`config.mk`:
```
export PLATFORM = sky130hd
export DESIGN_NAME = grid_dfs_preorder_unit
export DESIGN_NICKNAME = d
export VERILOG_FILES = /design/src/gdfs_pkg.sv /design/src/grid_dfs_preorder_unit.sv
export SDC_FILE = /design/constraint.sdc
export NUM_CORES = 1
export LEC_CHECK = 0
export BUFFER_PORTS_ARGS = -buffer_cell sky130_fd_sc_hd__buf_2
export CORE_UTILIZATION = 55
export DETAILED_ROUTE_END_ITERATION = 12
export PLACE_DENSITY = 0.74
export SETUP_SLACK_MARGIN = 0.15
export SYNTH_ARGS = -nofsm -noshare
export SYNTH_HDL_FRONTEND = slang
export SYNTH_SLANG_ARGS = --single-unit
```
`constraint.sdc`:
```
create_clock -name clk -period 4.9 [get_ports clk]
set_input_delay 0.49 -clock clk [delete_from_list [all_inputs] [get_ports clk]]
set_output_delay 0.49 -clock clk [all_outputs]
set_load 0.02 [all_outputs]
```
`src/gdfs_pkg.sv`:
```
// gdfs_pkg: shared types and constants for the grid depth-first walk unit.
// No dependencies.
package gdfs_pkg;

  localparam int MAX_ROWS = 4;
  localparam int MAX_COLS = 4;
  localparam int CELLS    = MAX_ROWS * MAX_COLS;
  localparam int ROW_W    = 2;   // fixed by the cell_row field
  localparam int COL_W    = 2;   // fixed by the cell_col field
  localparam int CELL_W   = ROW_W + COL_W;
  localparam int DEPTH_W  = 5;   // holds 0..CELLS
  localparam int DIR_W    = 3;   // holds 0..4
  localparam int CFG_W    = 3;

  localparam logic [CFG_W-1:0] MAX_ROWS_C = CFG_W'(MAX_ROWS);
  localparam logic [CFG_W-1:0] MAX_COLS_C = CFG_W'(MAX_COLS);
  localparam logic [CFG_W-1:0] ROWS_RESET = 3'd3;
  localparam logic [CFG_W-1:0] COLS_RESET = 3'd4;

  // Register indexes on the config channel
  localparam logic [7:0] REG_ROWS = 8'd0;
  localparam logic [7:0] REG_COLS = 8'd1;

  // Neighbor order: right, left, up, down; DIR_DONE means all tried
  localparam logic [DIR_W-1:0] DIR_RIGHT = 3'd0;
  localparam logic [DIR_W-1:0] DIR_LEFT  = 3'd1;
  localparam logic [DIR_W-1:0] DIR_UP    = 3'd2;
  localparam logic [DIR_W-1:0] DIR_DOWN  = 3'd3;
  localparam logic [DIR_W-1:0] DIR_DONE  = 3'd4;

  typedef struct packed {
    logic [ROW_W-1:0] row;
    logic [COL_W-1:0] col;
    logic [DIR_W-1:0] dir;
  } frame_t;

  typedef enum logic [3:0] {
    ST_IDLE  = 4'b0001,
    ST_STEP  = 4'b0010,
    ST_POP   = 4'b0100,
    ST_FLUSH = 4'b1000
  } state_t;

endpackage

```
`src/grid_dfs_preorder_unit.sv`:
```
// grid_dfs_preorder_unit: depth-first preorder walk of a 4-neighbor grid.
// Depends on gdfs_pkg. Stack frames live in a 16-entry synchronous RAM.
//
//  channel  | dir | payload                                   | transaction
//  ---------+-----+-------------------------------------------+---------------------
//  s_axis   | in  | tdata: start_row, start_col               | one start cell
//  m_axis   | out | tdata: cell_row, cell_col; tlast; tuser   | one visited cell
//  cfg      | in  | cfg_index, cfg_data (rows/cols in use)    | one register write
//
// Steps: each neighbor of the top frame is tried in turn, a frame whose
// directions are all tried is popped, and a pop that leaves frames below
// reloads the new top from the stack RAM, whose read is registered.
// A start cell outside the grid goes straight to the flush.
// Reset: synchronous, clears control state and loads rows 3 / cols 4.
// Stalls: the walk freezes when a new cell is found and the output register
// is still full; a new start is taken once the previous walk is flushed.
module grid_dfs_preorder_unit
  import gdfs_pkg::*;
(
  input  logic       clk,
  input  logic       rst,
  // start cell
  input  logic       s_axis_tvalid,
  output logic       s_axis_tready,
  input  logic [7:0] s_axis_tdata,   // [1:0] start_row, [3:2] start_col, rest zero
  // visited cells
  output logic       m_axis_tvalid,
  input  logic       m_axis_tready,
  output logic [7:0] m_axis_tdata,   // [1:0] cell_row, [3:2] cell_col, rest zero
  output logic       m_axis_tlast,   // last cell of this walk
  output logic       m_axis_tuser,   // [0] start_error
  // configuration writes
  input  logic       cfg_valid,
  output logic       cfg_ready,
  input  logic [7:0] cfg_index,
  input  logic [CFG_W-1:0] cfg_data
);

  state_t state;

  logic [CFG_W-1:0] rows_in_use;
  logic [CFG_W-1:0] cols_in_use;
  logic [CFG_W-1:0] rows_eff;
  logic [CFG_W-1:0] cols_eff;

  // Top of stack is held in flops; entries below it live in the RAM.
  frame_t           top;
  logic [DEPTH_W-1:0] depth;
  logic [CELLS-1:0] visited;

  frame_t           stack_mem [CELLS];
  frame_t           rd_data;
  logic             rd_en;
  logic [CELL_W-1:0] rd_addr;
  logic             wr_en;
  logic [CELL_W-1:0] wr_addr;
  frame_t           wr_data;

  // Cell found but not yet sent; held back until we know whether it is last.
  logic [ROW_W-1:0] pend_row;
  logic [COL_W-1:0] pend_col;
  logic             pend_err;

  logic [ROW_W-1:0] out_row;
  logic [COL_W-1:0] out_col;
  logic             out_last;
  logic             out_err;
  logic             out_valid;
  logic             out_free;
  logic             out_load;

  logic [ROW_W-1:0] start_row;
  logic [COL_W-1:0] start_col;
  logic             start_bad;

  logic [ROW_W-1:0] nb_row;
  logic [COL_W-1:0] nb_col;
  logic             nb_in_grid;
  logic             nb_new;
  logic             do_push;

  assign start_row = s_axis_tdata[1:0];
  assign start_col = s_axis_tdata[3:2];

  // Registers above the grid size saturate.
  assign rows_eff  = (rows_in_use > MAX_ROWS_C) ? MAX_ROWS_C : rows_in_use;
  assign cols_eff  = (cols_in_use > MAX_COLS_C) ? MAX_COLS_C : cols_in_use;
  assign start_bad = ({1'b0, start_row} >= rows_eff) || ({1'b0, start_col} >= cols_eff);

  assign s_axis_tready = (state == ST_IDLE);
  assign cfg_ready     = 1'b1;
  assign out_free      = !out_valid || m_axis_tready;

  assign m_axis_tvalid = out_valid;
  assign m_axis_tdata  = {4'b0000, out_col, out_row};
  assign m_axis_tlast  = out_last;
  assign m_axis_tuser  = out_err;

  // Neighbor of the top frame in its current direction.
  always_comb begin
    nb_row     = top.row;
    nb_col     = top.col;
    nb_in_grid = 1'b0;
    case (top.dir)
      DIR_RIGHT: begin
        nb_col     = top.col + 2'd1;
        nb_in_grid = ({1'b0, top.col} + 3'd1) < cols_eff;
      end
      DIR_LEFT: begin
        nb_col     = top.col - 2'd1;
        nb_in_grid = (top.col != '0);
      end
      DIR_UP: begin
        nb_row     = top.row - 2'd1;
        nb_in_grid = (top.row != '0);
      end
      DIR_DOWN: begin
        nb_row     = top.row + 2'd1;
        nb_in_grid = ({1'b0, top.row} + 3'd1) < rows_eff;
      end
      default: nb_in_grid = 1'b0;
    endcase
  end

  // Cell index is row * MAX_COLS + col; MAX_COLS is a power of two.
  assign nb_new  = nb_in_grid && !visited[{nb_row, nb_col}];
  assign do_push = (state == ST_STEP) && (top.dir != DIR_DONE) && nb_new && out_free;

  // Output register loads on a push (previous cell) or on the final flush.
  assign out_load = do_push || ((state == ST_FLUSH) && out_free);

  // Stack RAM ports
  assign wr_en   = do_push;
  assign wr_addr = CELL_W'(depth - 5'd1);
  assign wr_data = '{row: top.row, col: top.col, dir: top.dir + 3'd1};
  assign rd_en   = (state == ST_STEP) && (top.dir == DIR_DONE) && (depth > 5'd1);
  assign rd_addr = CELL_W'(depth - 5'd2);

  always_ff @(posedge clk) begin
    if (wr_en) begin
      stack_mem[wr_addr] <= wr_data;
    end
    if (rd_en) begin
      rd_data <= stack_mem[rd_addr];
    end
  end

  // Configuration registers
  always_ff @(posedge clk) begin
    if (rst) begin
      rows_in_use <= ROWS_RESET;
      cols_in_use <= COLS_RESET;
    end else if (cfg_valid && cfg_ready) begin
      if (cfg_index == REG_ROWS) begin
        rows_in_use <= cfg_data;
      end else if (cfg_index == REG_COLS) begin
        cols_in_use <= cfg_data;
      end
    end
  end

  // Walk sequencer
  always_ff @(posedge clk) begin
    if (rst) begin
      state     <= ST_IDLE;
      depth     <= '0;
      visited   <= '0;
      out_valid <= 1'b0;
    end else begin
      if (out_load) begin
        out_valid <= 1'b1;
      end else if (m_axis_tready) begin
        out_valid <= 1'b0;
      end
      case (state)
        ST_IDLE: begin
          if (s_axis_tvalid) begin
            pend_row <= start_row;
            pend_col <= start_col;
            pend_err <= start_bad;
            if (start_bad) begin
              state <= ST_FLUSH;
            end else begin
              // fresh map with only the start cell marked
              visited <= CELLS'(1) << {start_row, start_col};
              top     <= '{row: start_row, col: start_col, dir: DIR_RIGHT};
              depth   <= 5'd1;
              state   <= ST_STEP;
            end
          end
        end
        ST_STEP: begin
          if (top.dir == DIR_DONE) begin
            depth <= depth - 5'd1;
            state <= (depth > 5'd1) ? ST_POP : ST_FLUSH;
          end else if (!nb_new) begin
            top.dir <= top.dir + 3'd1;
          end else if (do_push) begin
            // send the previous cell, keep the new one pending
            out_row   <= pend_row;
            out_col   <= pend_col;
            out_err   <= 1'b0;
            out_last  <= 1'b0;
            pend_row  <= nb_row;
            pend_col  <= nb_col;
            visited[{nb_row, nb_col}] <= 1'b1;
            top   <= '{row: nb_row, col: nb_col, dir: DIR_RIGHT};
            depth <= depth + 5'd1;
          end
        end
        ST_POP: begin
          top   <= rd_data;
          state <= ST_STEP;
        end
        ST_FLUSH: begin
          if (out_free) begin
            out_row   <= pend_row;
            out_col   <= pend_col;
            out_err   <= pend_err;
            out_last  <= 1'b1;
            depth     <= '0;
            state     <= ST_IDLE;
          end
        end
        default: state <= ST_IDLE;
      endcase
    end
  end

endmodule
```
After elaboration in Yosys (flattened, before gate mapping) --
Memory sizes are Yosys's and may differ from the RTL's. A register that Yosys moved wholly into a read port is not among the register bits. Cells that the tools add are included.
Word-level totals: flip-flop bits (word level) 50, RAM bits 112, bits of input ports 24, word-level logic and storage cells 158, memories 1
Cells by class: add/subtract/negate cells 10, magnitude comparators 9, equality and inequality tests 20, shifts and indexed selects 1, multiplexer cells 66, bitwise gates (word level) 3, reductions and logical operators 32
Memories:
- stack_mem | depth 16, width 7, read ports 1, clocked after Yosys merged registers in 1, write ports 1, line grid_dfs_preorder_unit.sv:51 | frame_t stack_mem [CELLS];
Operator list (number):
- 16-bit two-way mux | 5
- 2-bit two-way mux | 16
- 16-bit case mux with 2 select lines | 1
- 5-bit two-way mux | 6
- 6-bit AND reduction | 5
- 7-bit two-way mux | 4
- 4-bit two-way mux | 6
- 2-bit case mux with 2 select lines | 6
- 7-bit case mux with 3 select lines | 1
- 16-bit bitwise OR | 1
- 4-bit case mux with 4 select lines | 1
- 1-bit by 4-bit left shift with 16-bit output, first input constant | 1
- 5-bit case mux with 3 select lines | 1
- 2-bit != test, second input constant | 6
- 1-bit two-way mux | 11
- 2-bit nonzero test | 5
- 3-bit two-way mux | 3
- 3-bit AND reduction | 3
- 8-bit by 1-bit == test with 1-bit output, second input constant | 1
- 1-bit logical AND | 8
- 8-bit zero test | 1
- 7-bit AND reduction | 1
- 2-bit by 1-bit adder with 3-bit output, second input constant | 2
- 3-bit by 2-bit == test with 1-bit output, second input constant | 2
- other kinds (31) | 44

Logic depth before layout (Yosys ltp) --
depth after elaboration 12, depth in mapped cells 13, gate-level depth less buffers 10

Least setup slack after synthesis --
No wires, ideal clock.
path kind flip-flop to flip-flop, start reg top[4] (netlist bit), end reg out_last, in the netlist m_axis_tlast, enable pin, data arrival time 3119 ps, path slack 1405 ps, stages on the path, launching flop included 13, path buffers 3, clock period less this slack 3495 ps, cell sequence edfxtp_1 buf_2 buf_1 inv_1 ha_1 ha_1 nor4bb_1 o21ai_0 o311ai_0 and4_1 buf_4 a21oi_1 nor3_1
Between the ends: word-level cells in the longest chain between the ends 10, elaborated cells between the ends (all ways) 16, those cells by class add/sub: 3; order compare: 1; eq/ne: 2; mux: 4; reduce/logical: 6
RTL lines:
- from (decl) | line grid_dfs_preorder_unit.sv:47 | frame_t top;
- from (signal assigned) | line grid_dfs_preorder_unit.sv:186 | top <= '{row: start_row, col: start_col, dir: DIR_RIGHT};
- from (signal assigned) | line grid_dfs_preorder_unit.sv:207 | top <= '{row: nb_row, col: nb_col, dir: DIR_RIGHT};
- from (signal assigned) | line grid_dfs_preorder_unit.sv:212 | top <= rd_data;
- 2-bit by 1-bit subtractor with 2-bit output / 2-bit by 1-bit adder with 2-bit output (equally long branches) | line grid_dfs_preorder_unit.sv:110, grid_dfs_preorder_unit.sv:106
- 2-bit case mux with 2 select lines | line grid_dfs_preorder_unit.sv:104 | case (top.dir)
- 1-bit binary-select mux with 4-bit select | line grid_dfs_preorder_unit.sv:126 | assign nb_new = nb_in_grid && !visited[{nb_row, nb_col}];
- 1-bit two-way mux (not written as such) | line grid_dfs_preorder_unit.sv:126
- 1-bit zero test | line grid_dfs_preorder_unit.sv:126
- 1-bit logical AND (*) | line grid_dfs_preorder_unit.sv:126
- 1-bit logical AND (2 in a row) | line grid_dfs_preorder_unit.sv:127 | assign do_push = (state == ST_STEP) && (top.dir != DIR_DONE) && nb_new && out_free;
- 2-bit != test (no source line)
- 6-bit AND reduction (no source line) (*)
- to (signal assigned) | line grid_dfs_preorder_unit.sv:203 | out_last <= 1'b0;
- to (signal assigned) | line grid_dfs_preorder_unit.sv:220 | out_last <= 1'b1;
- to (decl) | line grid_dfs_preorder_unit.sv:66 | logic out_last;
Mark *: on every way between the ends. The rest lies on a longest branch, timed or not. The select of a mux whose other input is x is not followed. A chain may end at the register's enable or synchronous reset.

Final worst setup path --
start reg top[1] (netlist bit), end mem stack_mem[1][5] (netlist bit), enable pin
Between the ends: word-level cells in the longest chain between the ends 10, elaborated cells between the ends (all ways) 17, those cells by class eq/ne: 4; mux: 7; reduce/logical: 6
RTL lines:
- 3-bit by 1-bit == test with 1-bit output (tied with other cells) | line grid_dfs_preorder_unit.sv:104
- 2-bit case mux with 2 select lines | line grid_dfs_preorder_unit.sv:104
- 1-bit binary-select mux with 4-bit select | line grid_dfs_preorder_unit.sv:126
- 1-bit two-way mux (not written as such) | line grid_dfs_preorder_unit.sv:126
- 1-bit zero test | line grid_dfs_preorder_unit.sv:126
- 1-bit logical AND | line grid_dfs_preorder_unit.sv:126
- 1-bit logical AND (*) (2 in a row) | line grid_dfs_preorder_unit.sv:127
- 1-bit two-way mux (*) | line grid_dfs_preorder_unit.sv:140 | if (wr_en) begin
- 1-bit two-way mux (not written as such) (*) | line grid_dfs_preorder_unit.sv:141 | stack_mem[wr_addr] <= wr_data;
- to (decl) | line grid_dfs_preorder_unit.sv:51
Marked as above.

==> impl_results.md <==
* Most common cell in the netlist: edfxtp_1
* Peak supply drop at 0.299 mV
* Tot GR Track Use at 0.251
* Die area at 15300 um2
* Worst Setup Start Kind: flip-flop
* First-pass GRT wire length at 27700 um
* RSZ-0062 raised after global routing: no
* Detailed Route Iter0 Violations at 742
* DRC viols at 0
* CTS tree: yes
* Post CTS Setup Buffer Count at 0
* Ys flop type: edfxtp_1
* Critical R2R Launch: top[1]$_DFFE_PP_
* Vias per cell at 6.44
* Wirelength per Cell at 21.7 um
* Final instance area at 9020 um2
* Power Density at 345 nW/um2
* Synth top area share at 0.504
* Seq/Total Area, Yosys at 0.583
* Slew Limit Headroom at 0.318
* CP Data Arrival Time at 4.48 ns
* Nets at 672
* Starting Density at 0.563
* Row count at 44
* Final TNS setup at 0 ns
* ANT nets after route at 0
* CP Capture Type: flip-flop
* Drt first pass iters at 5
* Share of cells above drive strength 1 at 0.183
* Clk_lat worst skew at 0.44 ns
* Final Hold Fails at 0
* Die Y at 124 um
* TritonCTS Sinks at 169
* Status: completed
* Worst hold start: cfg_data[2]
* Diodes inserted at 0
* Area leader, netlist: edfxtp_1
* Final setup margin at 0.519 ns
* Crit. Startpoint: top[1]$_DFFE_PP_
* Area after DPL at 8450 um2
* Instance count of the mapped netlist at 595
* Hpwl dp at 11800 um
* Count of cell types in the netlist at 59
* Fmax at 228 MHz
* # setup viols final at 0
* Sw power at 0.773 mW
* Total gr overflow at 0
* Avg Cell Area, Syn at 13.7 um2
* Vias in the first global route at 4965
* Max Cap Violations at 0
* Root Buffer: clkbuf_16
* Mapped cell area at 8160 um2
* Post-CTS resize count at 0
* Worst slew pin tran at 1.02 ns
* Clk_skew at 0.0110 ns
* Input/output buffers at 27
* Max-slew violations at 0
* EDFF count, synth at 137
* Hold_ws at 0.300 ns
* Ys async rst share at 0
* Largest net degree at the start of global routing at 38
* Die width at 124 um
* Crit Path Max Fanout at 9
* DP Cell Count at 786
* Sw Ratio at 0.248
* Via count at 5266
* CTS Buf Count at 17
* Tcrit/Tclk final at 0.894
* Total wire length at 17800 um
* Routability cong. at 0.897
* WP data required at 5.00 ns
* Post-synth top cells: 137 x edfxtp_1, 60 x nand2_1, 37 x mux4_2
* Hold_buf cts at 0
* Clock Power Share at 0.413
* Hold Path Class: input pin to flip-flop
* Area Overhead vs Synth at 10.7%
* Clk pin slew, worst setup/hold paths at 0.07 ns
* Max H-tree Level at 4
* Minimum clock period at 4.38 ns
* Gate power share at 0.080
* Reg power frac at 0.507
* Critical path class: flip-flop to flip-flop
* Int Power at 2.34 mW
* Top cells by area, synth: edfxtp_1 50%, mux4_2 10%, dfxtp_1 7.9%
* Clock buffer depth at 2
* Synthesis-stage register bit count at 169
* Setup WS pre-CTS at 0.620 ns
* Io pins at 37
* Non-Filler Instances at 818
* Lkg Pwr at 3.19 nW
* Core area at 14500 um2
* Synth Warn # at 0
* Initial antenna violation count at 0
==> final cells by class <==
class	instances	area [um2]
timing repair buffer	36	203
tap	184	230
inverter	23	86.3
clock buffer	17	425
fill	1060	5450
multi-input combinational	374	3170
sequential	169	4760
clock inverter	15	153
==> layout by cell type (no fill, tap or decap), types with 4 or more instances in the layout <==
cell type and n:
inv_8 5, nand2b_1 7, inv_1 23, a31oi_1 18, and2_1 18, mux4_2 37, a22oi_1 5, mux2i_1 23
edfxtp_1 137, nand2_1 60, nor4b_1 4, o32a_1 4, buf_2 27, conb_1 5, nor3_1 4, nor4_1 6
clkbuf_16 17, a21oi_1 12, buf_4 9, nor2_1 22, o22ai_1 15, xnor2_1 10, mux2_2 5, nand3_1 10
nor2b_1 9, dfxtp_1 31, xor2_1 6, and3_1 5, ha_1 27, o21ai_0 14, o31ai_1 4, a21o_1 4
==> cell families (layout without fill, tap and decap cells) <==
family,count (synthesis),count (layout),synth area share
DFF,169,169,0.583
xor gates and xnor gates,16,16,0.0172
muxes,67,67,0.144
adders and majority gates,27,27,0.0414
and+or+nand+nor,160,160,0.0999
AOI/OAI and AO/OA,99,99,0.0844
buffers and inverters,55,91,0.0295
other,2,5,0.000921
==> metal layers <==
| metal | wire [um] | vias up | track usage |
|---|---|---|---|
| met3 | 1310 | 45 | 0.0545 |
| met5 | 0 | - | 0 |
| met2 | 8770 | 275 | 0.407 |
| met4 | 442 | 0 | 0.0919 |
| met1 | 7250 | 2596 | 0.334 |
| li1 | - | 2350 | - |
==> flip-flops by register name, indices dropped and copies added (netlist names), 2 cells and up <==
| name | cells |
|---|---|
| stack_mem | 112 |
| visited | 16 |
| rd_data | 7 |
| top | 7 |
| depth | 5 |
| state | 4 |
| cols_in_use | 3 |
| rows_in_use | 3 |
| out_col | 2 |
| out_row | 2 |
| pend_col | 2 |
| pend_row | 2 |
==> worst paths after layout <==
kind                                 endpoint  slack [ns]  cells after the start
setup / recovery    stack_mem[1][5]$_DFFE_PP_        0.52                      9
hold / removal    cols_in_use[2]$_SDFFE_PP1P_        0.30                      3
setup reg to reg    stack_mem[1][5]$_DFFE_PP_        0.52                      9
hold reg to reg          out_row[1]$_DFFE_PP_        0.42                      0
==> worst max-delay path, cell delays in order, from the launching register on <==
cell and delay (ns):
edfxtp_1 0.53, inv_1 0.17, ha_1 0.29, xnor2_1 0.43, mux4_1 0.61, mux2_2 0.28
a22oi_2 0.26, nand4_1 0.28, nor4_1 0.72, and2_1 0.47
==> power by group through the flow <==
stage | Clock (mW) | Sequential, mW | Combinational [mW]
finish | 1.28 | 1.58 | 0.249
CTS | 1.30 | 1.58 | 0.248
detailed placement | 0 | 1.61 | 0.247
floorplan | 0 | 1.60 | 0.184
global placement | 0 | 1.61 | 0.238
global route | 1.36 | 1.58 | 0.270
==> metrics by stage <==
step	util	power (mW)
5_1_grt	0.623	3.21
3_3_place_gp	0.583	1.85
4_1_cts	0.623	3.13
3_5_place_dp	0.583	1.85
2_1_floorplan	-	1.79
6_report	0.623	3.11
No activity file was read; power rests on OpenSTA's default activity.
